`config.mk`:
```
export PLATFORM = sky130hd
export DESIGN_NAME = afhc_core_flat
export DESIGN_NICKNAME = d
export VERILOG_FILES = /design/src/sv/afhc_pkg.sv /design/src/sv/afhc_in_if.sv /design/src/sv/afhc_out_if.sv /design/src/sv/afhc_core.sv /design/src/flat_wrapper.sv
export SDC_FILE = /design/constraint.sdc
export NUM_CORES = 1
export LEC_CHECK = 0
export BUFFER_PORTS_ARGS = -buffer_cell sky130_fd_sc_hd__clkbuf_2
export CAP_MARGIN = 20
export CORE_MARGIN = 3
export CORE_UTILIZATION = 42
export CTS_BUF_LIST = sky130_fd_sc_hd__clkbuf_8
export CTS_CLUSTER_SIZE = 14
export DETAILED_ROUTE_END_ITERATION = 8
export MAX_ROUTING_LAYER = met4
export PLACE_DENSITY = 0.65
export RECOVER_POWER = 25
export REMOVE_ABC_BUFFERS = 1
export SYNTH_ARGS = -nofsm -noshare
export SYNTH_HDL_FRONTEND = slang
export SYNTH_SLANG_ARGS = --single-unit
export TNS_END_PERCENT = 1
```
`constraint.sdc`:
```
create_clock -name clk -period 6.7 [get_ports clk]
set_input_delay 1.675 -clock clk [delete_from_list [all_inputs] [get_ports clk]]
set_output_delay 1.675 -clock clk [all_outputs]
set_load 0.05 [all_outputs]
```
`src/sv/afhc_pkg.sv`:
```
// Shared widths, codes and constants for the async HDLC frame checker.
package afhc_pkg;

  localparam int BYTE_W   = 8;
  localparam int LEN_W    = 12;
  localparam int MAP_W    = 32;
  localparam int CRC_W    = 16;
  localparam int STATUS_W = 3;
  localparam int CFG_IDX_W  = 1;
  localparam int CFG_DATA_W = MAP_W;

  localparam logic [BYTE_W-1:0] FLAG_BYTE = 8'h7E;
  localparam logic [BYTE_W-1:0] ESC_BYTE  = 8'h7D;
  localparam logic [BYTE_W-1:0] ESC_XOR   = 8'h20;
  localparam logic [BYTE_W-1:0] CTRL_LIM  = 8'h20;
  localparam logic [CRC_W-1:0]  CRC_INIT  = 16'hFFFF;
  localparam logic [CRC_W-1:0]  CRC_GOOD  = 16'hF0B8;
  localparam logic [CRC_W-1:0]  CRC_POLY  = 16'h8408;
  localparam int                MIN_FRAME = 4;

  localparam logic [LEN_W-1:0]  MAX_LEN_RST = 12'd1500;
  localparam logic [MAP_W-1:0]  MAP_RST     = 32'h0000_0000;

  typedef enum logic [CFG_IDX_W-1:0] {
    CFG_MAX_FRAME_LEN = 1'b0,
    CFG_RX_CHAR_MAP   = 1'b1
  } afhc_cfg_idx_t;

  typedef enum logic [STATUS_W-1:0] {
    ST_GOOD     = 3'd0,
    ST_UNSYNCED = 3'd1,
    ST_OVERLONG = 3'd2,
    ST_ABORTED  = 3'd3,
    ST_SHORT    = 3'd4,
    ST_BADCHECK = 3'd5
  } afhc_status_t;

endpackage

```
`src/sv/afhc_in_if.sv`:
```
// Received byte channel: valid/ready with raw byte and buffer-end marker.
interface afhc_in_if;
  logic                        valid;
  logic                        ready;
  logic [afhc_pkg::BYTE_W-1:0] rx_byte;
  logic                        last_in_buffer;

  modport source(output valid, rx_byte, last_in_buffer, input ready);
  modport sink(input valid, rx_byte, last_in_buffer, output ready);
endinterface

```
`src/sv/afhc_out_if.sv`:
```
// Result channel: valid/ready with per-byte frame and buffer report.
interface afhc_out_if;
  logic                          valid;
  logic                          ready;
  logic                          frame_end;
  logic                          frame_good;
  logic [afhc_pkg::STATUS_W-1:0] frame_status;
  logic [afhc_pkg::LEN_W-1:0]    frame_length;
  logic                          buffer_done;
  logic                          buffer_had_good;

  modport source(output valid, frame_end, frame_good, frame_status, frame_length,
                 buffer_done, buffer_had_good, input ready);
  modport sink(input valid, frame_end, frame_good, frame_status, frame_length,
               buffer_done, buffer_had_good, output ready);
endinterface

```
`src/sv/afhc_core.sv`:
```
// Deframer core: unescape, map filter, FCS-16 step, frame state and result register.
module afhc_core #(
  parameter int COUNT_WIDTH = 12
) (
  input  logic                            clk,
  input  logic                            rst_n,
  input  logic                            cfg_we,
  input  logic [afhc_pkg::CFG_IDX_W-1:0]  cfg_index,
  input  logic [afhc_pkg::CFG_DATA_W-1:0] cfg_data,
  afhc_in_if.sink                         in_chan,
  afhc_out_if.source                      out_chan
);

  localparam int CMP_W = (COUNT_WIDTH > afhc_pkg::LEN_W) ? COUNT_WIDTH : afhc_pkg::LEN_W;
  localparam logic [CMP_W-1:0] CNT_MAX = CMP_W'((1 << COUNT_WIDTH) - 1);

  function automatic logic [afhc_pkg::CRC_W-1:0] crc_byte(
    input logic [afhc_pkg::CRC_W-1:0]  crc,
    input logic [afhc_pkg::BYTE_W-1:0] b
  );
    logic [afhc_pkg::CRC_W-1:0] c;
    c = crc ^ {{(afhc_pkg::CRC_W-afhc_pkg::BYTE_W){1'b0}}, b};
    for (int i = 0; i < afhc_pkg::BYTE_W; i++) begin
      c = c[0] ? ((c >> 1) ^ afhc_pkg::CRC_POLY) : (c >> 1);
    end
    return c;
  endfunction

  // configuration
  logic [afhc_pkg::LEN_W-1:0] max_len_r;
  logic [afhc_pkg::MAP_W-1:0] char_map_r;

  // frame state
  logic [afhc_pkg::CRC_W-1:0] crc_r, crc_nxt;
  logic [COUNT_WIDTH-1:0]     cnt_r, cnt_nxt;
  logic                       esc_r, esc_nxt;
  logic                       unsync_r, unsync_nxt;
  logic                       overlong_r, overlong_nxt;
  logic                       good_r, good_nxt;

  // result register
  logic                         out_valid_r;
  logic                         frame_end_r, frame_end_nxt;
  logic                         frame_good_r, frame_good_nxt;
  afhc_pkg::afhc_status_t       status_r, status_nxt;
  logic [afhc_pkg::LEN_W-1:0]   length_r, length_nxt;
  logic                         buf_done_r;
  logic                         buf_good_r, buf_good_nxt;

  logic                        fire;
  logic                        is_flag;
  logic                        dropped;
  logic [afhc_pkg::BYTE_W-1:0] data_byte;
  logic [CMP_W-1:0]            limit;

  assign in_chan.ready = !out_valid_r || out_chan.ready;
  assign fire          = in_chan.valid && in_chan.ready;

  assign is_flag   = (in_chan.rx_byte == afhc_pkg::FLAG_BYTE);
  assign dropped   = (in_chan.rx_byte < afhc_pkg::CTRL_LIM) && char_map_r[in_chan.rx_byte[4:0]];
  assign data_byte = in_chan.rx_byte ^ afhc_pkg::ESC_XOR;
  assign limit     = (CMP_W'(max_len_r) < CNT_MAX) ? CMP_W'(max_len_r) : CNT_MAX;

  always_comb begin
    crc_nxt        = crc_r;
    cnt_nxt        = cnt_r;
    esc_nxt        = esc_r;
    unsync_nxt     = unsync_r;
    overlong_nxt   = overlong_r;
    good_nxt       = good_r;
    frame_end_nxt  = 1'b0;
    frame_good_nxt = 1'b0;
    status_nxt     = afhc_pkg::ST_GOOD;
    length_nxt     = '0;

    if (is_flag) begin
      priority if (unsync_r)                                   status_nxt = afhc_pkg::ST_UNSYNCED;
      else if (overlong_r)                                     status_nxt = afhc_pkg::ST_OVERLONG;
      else if (esc_r)                                          status_nxt = afhc_pkg::ST_ABORTED;
      else if (cnt_r < COUNT_WIDTH'(afhc_pkg::MIN_FRAME))      status_nxt = afhc_pkg::ST_SHORT;
      else if (crc_r != afhc_pkg::CRC_GOOD)                    status_nxt = afhc_pkg::ST_BADCHECK;
      else                                                     status_nxt = afhc_pkg::ST_GOOD;
      frame_end_nxt  = 1'b1;
      frame_good_nxt = (status_nxt == afhc_pkg::ST_GOOD);
      length_nxt     = afhc_pkg::LEN_W'(cnt_r);
      good_nxt       = good_r | frame_good_nxt;
      crc_nxt        = afhc_pkg::CRC_INIT;
      cnt_nxt        = '0;
      esc_nxt        = 1'b0;
      unsync_nxt     = 1'b0;
      overlong_nxt   = 1'b0;
    end else if (!unsync_r && !overlong_r && !dropped) begin
      if (!esc_r && (in_chan.rx_byte == afhc_pkg::ESC_BYTE)) begin
        esc_nxt = 1'b1;
      end else begin
        esc_nxt = 1'b0;
        if (CMP_W'(cnt_r) < limit) begin
          cnt_nxt = cnt_r + COUNT_WIDTH'(1);
          crc_nxt = crc_byte(crc_r, esc_r ? data_byte : in_chan.rx_byte);
        end else begin
          overlong_nxt = 1'b1;
        end
      end
    end

    buf_good_nxt = in_chan.last_in_buffer && good_nxt;

    // buffer end returns the frame state to reset
    if (in_chan.last_in_buffer) begin
      crc_nxt      = afhc_pkg::CRC_INIT;
      cnt_nxt      = '0;
      esc_nxt      = 1'b0;
      unsync_nxt   = 1'b1;
      overlong_nxt = 1'b0;
      good_nxt     = 1'b0;
    end
  end

  always_ff @(posedge clk) begin
    if (!rst_n) begin
      max_len_r  <= afhc_pkg::MAX_LEN_RST;
      char_map_r <= afhc_pkg::MAP_RST;
    end else if (cfg_we) begin
      unique case (afhc_pkg::afhc_cfg_idx_t'(cfg_index))
        afhc_pkg::CFG_MAX_FRAME_LEN: max_len_r  <= cfg_data[afhc_pkg::LEN_W-1:0];
        afhc_pkg::CFG_RX_CHAR_MAP:   char_map_r <= cfg_data[afhc_pkg::MAP_W-1:0];
        default: ;
      endcase
    end
  end

  always_ff @(posedge clk) begin
    if (!rst_n) begin
      crc_r       <= afhc_pkg::CRC_INIT;
      cnt_r       <= '0;
      esc_r       <= 1'b0;
      unsync_r    <= 1'b1;
      overlong_r  <= 1'b0;
      good_r      <= 1'b0;
      out_valid_r <= 1'b0;
    end else begin
      if (fire) begin
        crc_r      <= crc_nxt;
        cnt_r      <= cnt_nxt;
        esc_r      <= esc_nxt;
        unsync_r   <= unsync_nxt;
        overlong_r <= overlong_nxt;
        good_r     <= good_nxt;
      end
      if (in_chan.ready) begin
        out_valid_r <= in_chan.valid;
      end
    end
  end

  always_ff @(posedge clk) begin
    if (fire) begin
      frame_end_r  <= frame_end_nxt;
      frame_good_r <= frame_good_nxt;
      status_r     <= status_nxt;
      length_r     <= length_nxt;
      buf_done_r   <= in_chan.last_in_buffer;
      buf_good_r   <= buf_good_nxt;
    end
  end

  assign out_chan.valid           = out_valid_r;
  assign out_chan.frame_end       = frame_end_r;
  assign out_chan.frame_good      = frame_good_r;
  assign out_chan.frame_status    = status_r;
  assign out_chan.frame_length    = length_r;
  assign out_chan.buffer_done     = buf_done_r;
  assign out_chan.buffer_had_good = buf_good_r;

  a_flag_clears_count: assert property (@(posedge clk) disable iff (!rst_n)
    fire && is_flag |=> (cnt_r == '0) && !esc_r && !overlong_r)
    else $error("flag did not restart frame state");

  a_good_is_closed: assert property (@(posedge clk) disable iff (!rst_n)
    out_valid_r && frame_good_r |-> frame_end_r && (status_r == afhc_pkg::ST_GOOD))
    else $error("good report without a clean frame end");

  a_discard_exclusive: assert property (@(posedge clk) disable iff (!rst_n)
    (overlong_r || esc_r) |-> !unsync_r)
    else $error("frame state active while unsynced");

  a_buffer_restart: assert property (@(posedge clk) disable iff (!rst_n)
    fire && in_chan.last_in_buffer |=> unsync_r && !good_r && (crc_r == afhc_pkg::CRC_INIT))
    else $error("buffer end did not restore reset state");

endmodule
```
`src/flat_wrapper.sv`:
```
// flat-port wrapper written by rule: the top's interface ports become plain ports
module afhc_core_flat 
#(
  parameter int COUNT_WIDTH = 12
)
  (clk, rst_n, cfg_we, cfg_index, cfg_data, in_chan_valid, in_chan_rx_byte, in_chan_last_in_buffer, in_chan_ready, out_chan_valid, out_chan_frame_end, out_chan_frame_good, out_chan_frame_status, out_chan_frame_length, out_chan_buffer_done, out_chan_buffer_had_good, out_chan_ready);
  afhc_in_if in_chan_i ();
  afhc_out_if out_chan_i ();
  input  logic clk;
  input  logic rst_n;
  input  logic cfg_we;
  input  logic [afhc_pkg::CFG_IDX_W-1:0] cfg_index;
  input  logic [afhc_pkg::CFG_DATA_W-1:0] cfg_data;
  input wire logic [$bits(in_chan_i.valid)-1:0] in_chan_valid;
  input wire logic [$bits(in_chan_i.rx_byte)-1:0] in_chan_rx_byte;
  input wire logic [$bits(in_chan_i.last_in_buffer)-1:0] in_chan_last_in_buffer;
  output wire logic [$bits(in_chan_i.ready)-1:0] in_chan_ready;
  output wire logic [$bits(out_chan_i.valid)-1:0] out_chan_valid;
  output wire logic [$bits(out_chan_i.frame_end)-1:0] out_chan_frame_end;
  output wire logic [$bits(out_chan_i.frame_good)-1:0] out_chan_frame_good;
  output wire logic [$bits(out_chan_i.frame_status)-1:0] out_chan_frame_status;
  output wire logic [$bits(out_chan_i.frame_length)-1:0] out_chan_frame_length;
  output wire logic [$bits(out_chan_i.buffer_done)-1:0] out_chan_buffer_done;
  output wire logic [$bits(out_chan_i.buffer_had_good)-1:0] out_chan_buffer_had_good;
  input wire logic [$bits(out_chan_i.ready)-1:0] out_chan_ready;
  assign in_chan_i.valid = in_chan_valid;
  assign in_chan_i.rx_byte = in_chan_rx_byte;
  assign in_chan_i.last_in_buffer = in_chan_last_in_buffer;
  assign in_chan_ready = in_chan_i.ready;
  assign out_chan_valid = out_chan_i.valid;
  assign out_chan_frame_end = out_chan_i.frame_end;
  assign out_chan_frame_good = out_chan_i.frame_good;
  assign out_chan_frame_status = out_chan_i.frame_status;
  assign out_chan_frame_length = out_chan_i.frame_length;
  assign out_chan_buffer_done = out_chan_i.buffer_done;
  assign out_chan_buffer_had_good = out_chan_i.buffer_had_good;
  assign out_chan_i.ready = out_chan_ready;
  afhc_core #(.COUNT_WIDTH(COUNT_WIDTH)) u_core (.clk(clk), .rst_n(rst_n), .cfg_we(cfg_we), .cfg_index(cfg_index), .cfg_data(cfg_data), .in_chan(in_chan_i), .out_chan(out_chan_i));
endmodule
```
==> flow_summary.json <==
{
  "setup_viol": 0,
  "hold_path.class": "reg -> reg",
  "cp.required_ps": 6920,
  "io_pins": 68,
  "cts_hold_buf": 0,
  "gp_congestion": 0.8042,
  "avgSynthCellArea_um2": 9.622,
  "leakage_nw": 2.058,
  "die-area_um2": 12070,
  "cpPeakStageDelay_ps": 910,
  "antenna_cells": 0,
  "initial_utilization_pct": 43.51,
  "reg2reg_slack_ps": 3090,
  "cp-start-kind": "primary input",
  "crit_fanout": 13,
  "nets": 589,
  "critPathArrivalTime_ps": 4960,
  "netlist_area_um2": 4532,
  "fin_util_pct": 49.68,
  "layout_common_cells": "nand2_1, dfxtp_1, clkbuf_2, a21boi_0, edfxtp_1",
  "ant_nets": 0,
  "routed_wl_um": 9471,
  "dpl.hpwl_um": 7002,
  "r2r_start": "u_core.out_chan.valid",
  "hold_viol_final": 0,
  "yosys_warnings": 0,
  "crit_start": "in_chan_rx_byte[0]",
  "async_reset_ff_share_pct": 0,
  "cts_buffer_depth": 2,
  "drive_above_1_share_pct": 18.32,
  "final_cells": 671,
  "ff2ff_path_depth": 8,
  "grt_pass1_wl_um": 16010,
  "clock-sinks": 96,
  "cp_cell_sequence": "clkbuf_2 > mux4_1 > mux2_2 > or3_4 > a41oi_4 > nand3_2 > nor4b_2 > a2bb2oi_1",
  "synth_seq_cells": 96,
  "crit_path_end": "u_core.crc_r[6]",
  "cp.buffers_inverters": 1,
  "grt_max_degree": 52,
  "cts_made_buffers": 9,
  "cts_setup_buffers": 0,
  "finalClockSkew_ps": 8.925,
  "fin_hold_ws_ps": 467.2,
  "synth_cells": 471,
  "vias_per_cell": 5.164,
  "critPathTopFamily": "simple AND/OR/NAND/NOR gates",
  "cp-end-kind": "flip-flop",
  "status": "complete, but fails checks",
  "clockRootBuffer": "clkbuf_8",
  "ys.flop_type": "dfxtp_1",
  "clk_latency_ps": 370,
  "numPortBuffers": 67,
  "violations": "max-capacitance violations, max-slew violations",
  "synth_cell_types": 49,
  "cap_viol_max_count": 1,
  "worstSetupPathType": "in -> reg",
  "period_share_pct": 70.81,
  "drt_iter0_drc": 147,
  "tightest_slew_ps": 1864,
  "num_rows": 37,
  "report.final.slew_viol_count": 52,
  "rr_endpoint": "u_core.crc_r[6]",
  "globalRouteOverflowTotal": 0,
  "clk_pin_slew_ps": 90,
  "rsz0062_at_grt": "no",
  "ctsResizeCount": 0,
  "max_slew_margin_pct": -24.26,
  "slowest_stage": "nor4b_2",
  "synth-edff-count": 19,
  "crit_cells": 8,
  "routedWlPerCell_um": 14.11,
  "drc_errors": 0,
  "period_minus_slack_ps": 4744,
  "die_w_um": 109.9,
  "synthToLayoutAreaGrowth_pct": 14.19,
  "h-tree-depth": 3,
  "cts_tree": "built",
  "drt_pass1_iterations": 4,
  "p_per_area_nw_per_um2": 216.7,
  "dr_total_vias": 3465,
  "layout_commonest_cell": "nand2_1",
  "core-area_um2": 10420,
  "yosysSeqAreaShare_pct": 46.60,
  "power_mw": 1.121,
  "antenna_found_initial": 0,
  "die_h_um": 109.9,
  "grt_usage_pct": 17.43,
  "dpl.cell_count": 653,
  "whs_path_depth": 2,
  "fin_setup_tns_ps": 0,
  "first_global_vias": 3366,
  "peakVddDrop_v": 0.0001247,
  "fmax_mhz": 210.8
}
## layer usage
| metal | wire length, um | track usage [%] |
|---|---|---|
| met1 | 4582 | 23.81 |
| met3 | 484 | 3.641 |
| met2 | 4262 | 25.91 |
| met5 | 0 | - |
| met4 | 141 | 5.521 |
## cells in the mapped netlist (2+ instances only)
cell type	n	area [um^2]
a2bb2oi_1	11	96.34
or3_1	6	37.54
nor3_1	3	15.01
nand3_1	7	35.03
mux2_2	3	33.78
and4_1	2	17.52
o21ai_0	8	40.04
nor3b_1	3	22.52
nand2b_1	5	31.28
buf_6	2	22.52
a21boi_0	39	292.8
nand4_1	6	37.54
a21o_1	4	30.03
nor2b_1	4	25.02
nor4_1	4	25.02
xor2_1	10	87.58
edfxtp_1	19	570.6
nor2_1	16	60.06
buf_2	4	20.02
and2_1	15	93.84
o211ai_1	8	60.06
nand3b_1	2	15.01
ha_1	12	150.1
a21oi_1	13	65.06
or4_1	2	15.01
mux4_2	5	112.6
nor4b_2	2	30.03
clkbuf_1	18	67.56
inv_1	13	48.80
mux2i_1	8	80.08
xnor2_1	18	157.7
nor4b_1	2	17.52
dfxtp_1	77	1541
o31ai_1	2	15.01
o21a_1	3	22.52
nand2_1	102	382.9
## where the power goes
| group | switching (mW) | internal, mW |
|---|---|---|
| registers | 0.00758 | 0.607 |
| logic | 0.0781 | 0.0485 |
| clock network | 0.199 | 0.181 |
| total | 0.285 | 0.836 |
## worst min-delay path: stages, from the launching register on
cell      delay (ps)
dfxtp_1          310
nand2_1           40
a21boi_0          60
## state kept, by name, indices dropped and copies added, names as in the netlist, 3 cells and up
name and flops:
u_core.out_chan.frame_length 12, u_core.crc_r 16, u_core.out_chan.frame_status 3, u_core.char_map_r 32, u_core.cnt_r 12, u_core.max_len_r 12
## area by class of cell
cell class                 instances  area (um^2)
fill                             984         5241
sequential                        96         2112
tap                              136        170.2
clock buffer                      10        137.6
timing repair buffer              72        385.4
clock inverter                     6        60.06
multi-input combinational        338         2261
inverter                          13        48.80
## cells by family after synthesis
| logic type | synth area share, % |
|---|---|
| AO/OA/AOI/OAI | 15.54 |
| flip-flops | 46.60 |
| adder cells (fa/ha/maj) | 3.313 |
| multiplexers | 5.577 |
| buffers and inverters | 3.506 |
| XOR/XNOR | 5.411 |
| AND/OR/NAND/NOR | 20.04 |
## stage by stage
step           setup WS [ps]  cell area [um^2]
2_1_floorplan           2239              4422
3_3_place_gp            1659              4942
3_5_place_dp            1540              4954
4_1_cts                 1893              5151
5_1_grt                 1469              5175
6_report                1956              5175
## worst min path at each step
stage,startpoint,endpoint,slack [ps]
6_report,u_core.char_map_r[27],u_core.char_map_r[27],470
5_1_grt,u_core.char_map_r[29],u_core.char_map_r[29],500
4_1_cts,u_core.char_map_r[27],u_core.char_map_r[27],470
3_5_place_dp,u_core.good_r,u_core.good_r,460
3_3_place_gp,u_core.good_r,u_core.good_r,450
2_1_floorplan,u_core.good_r,u_core.good_r,440
No activity file was read; power rests on OpenSTA's default activity.
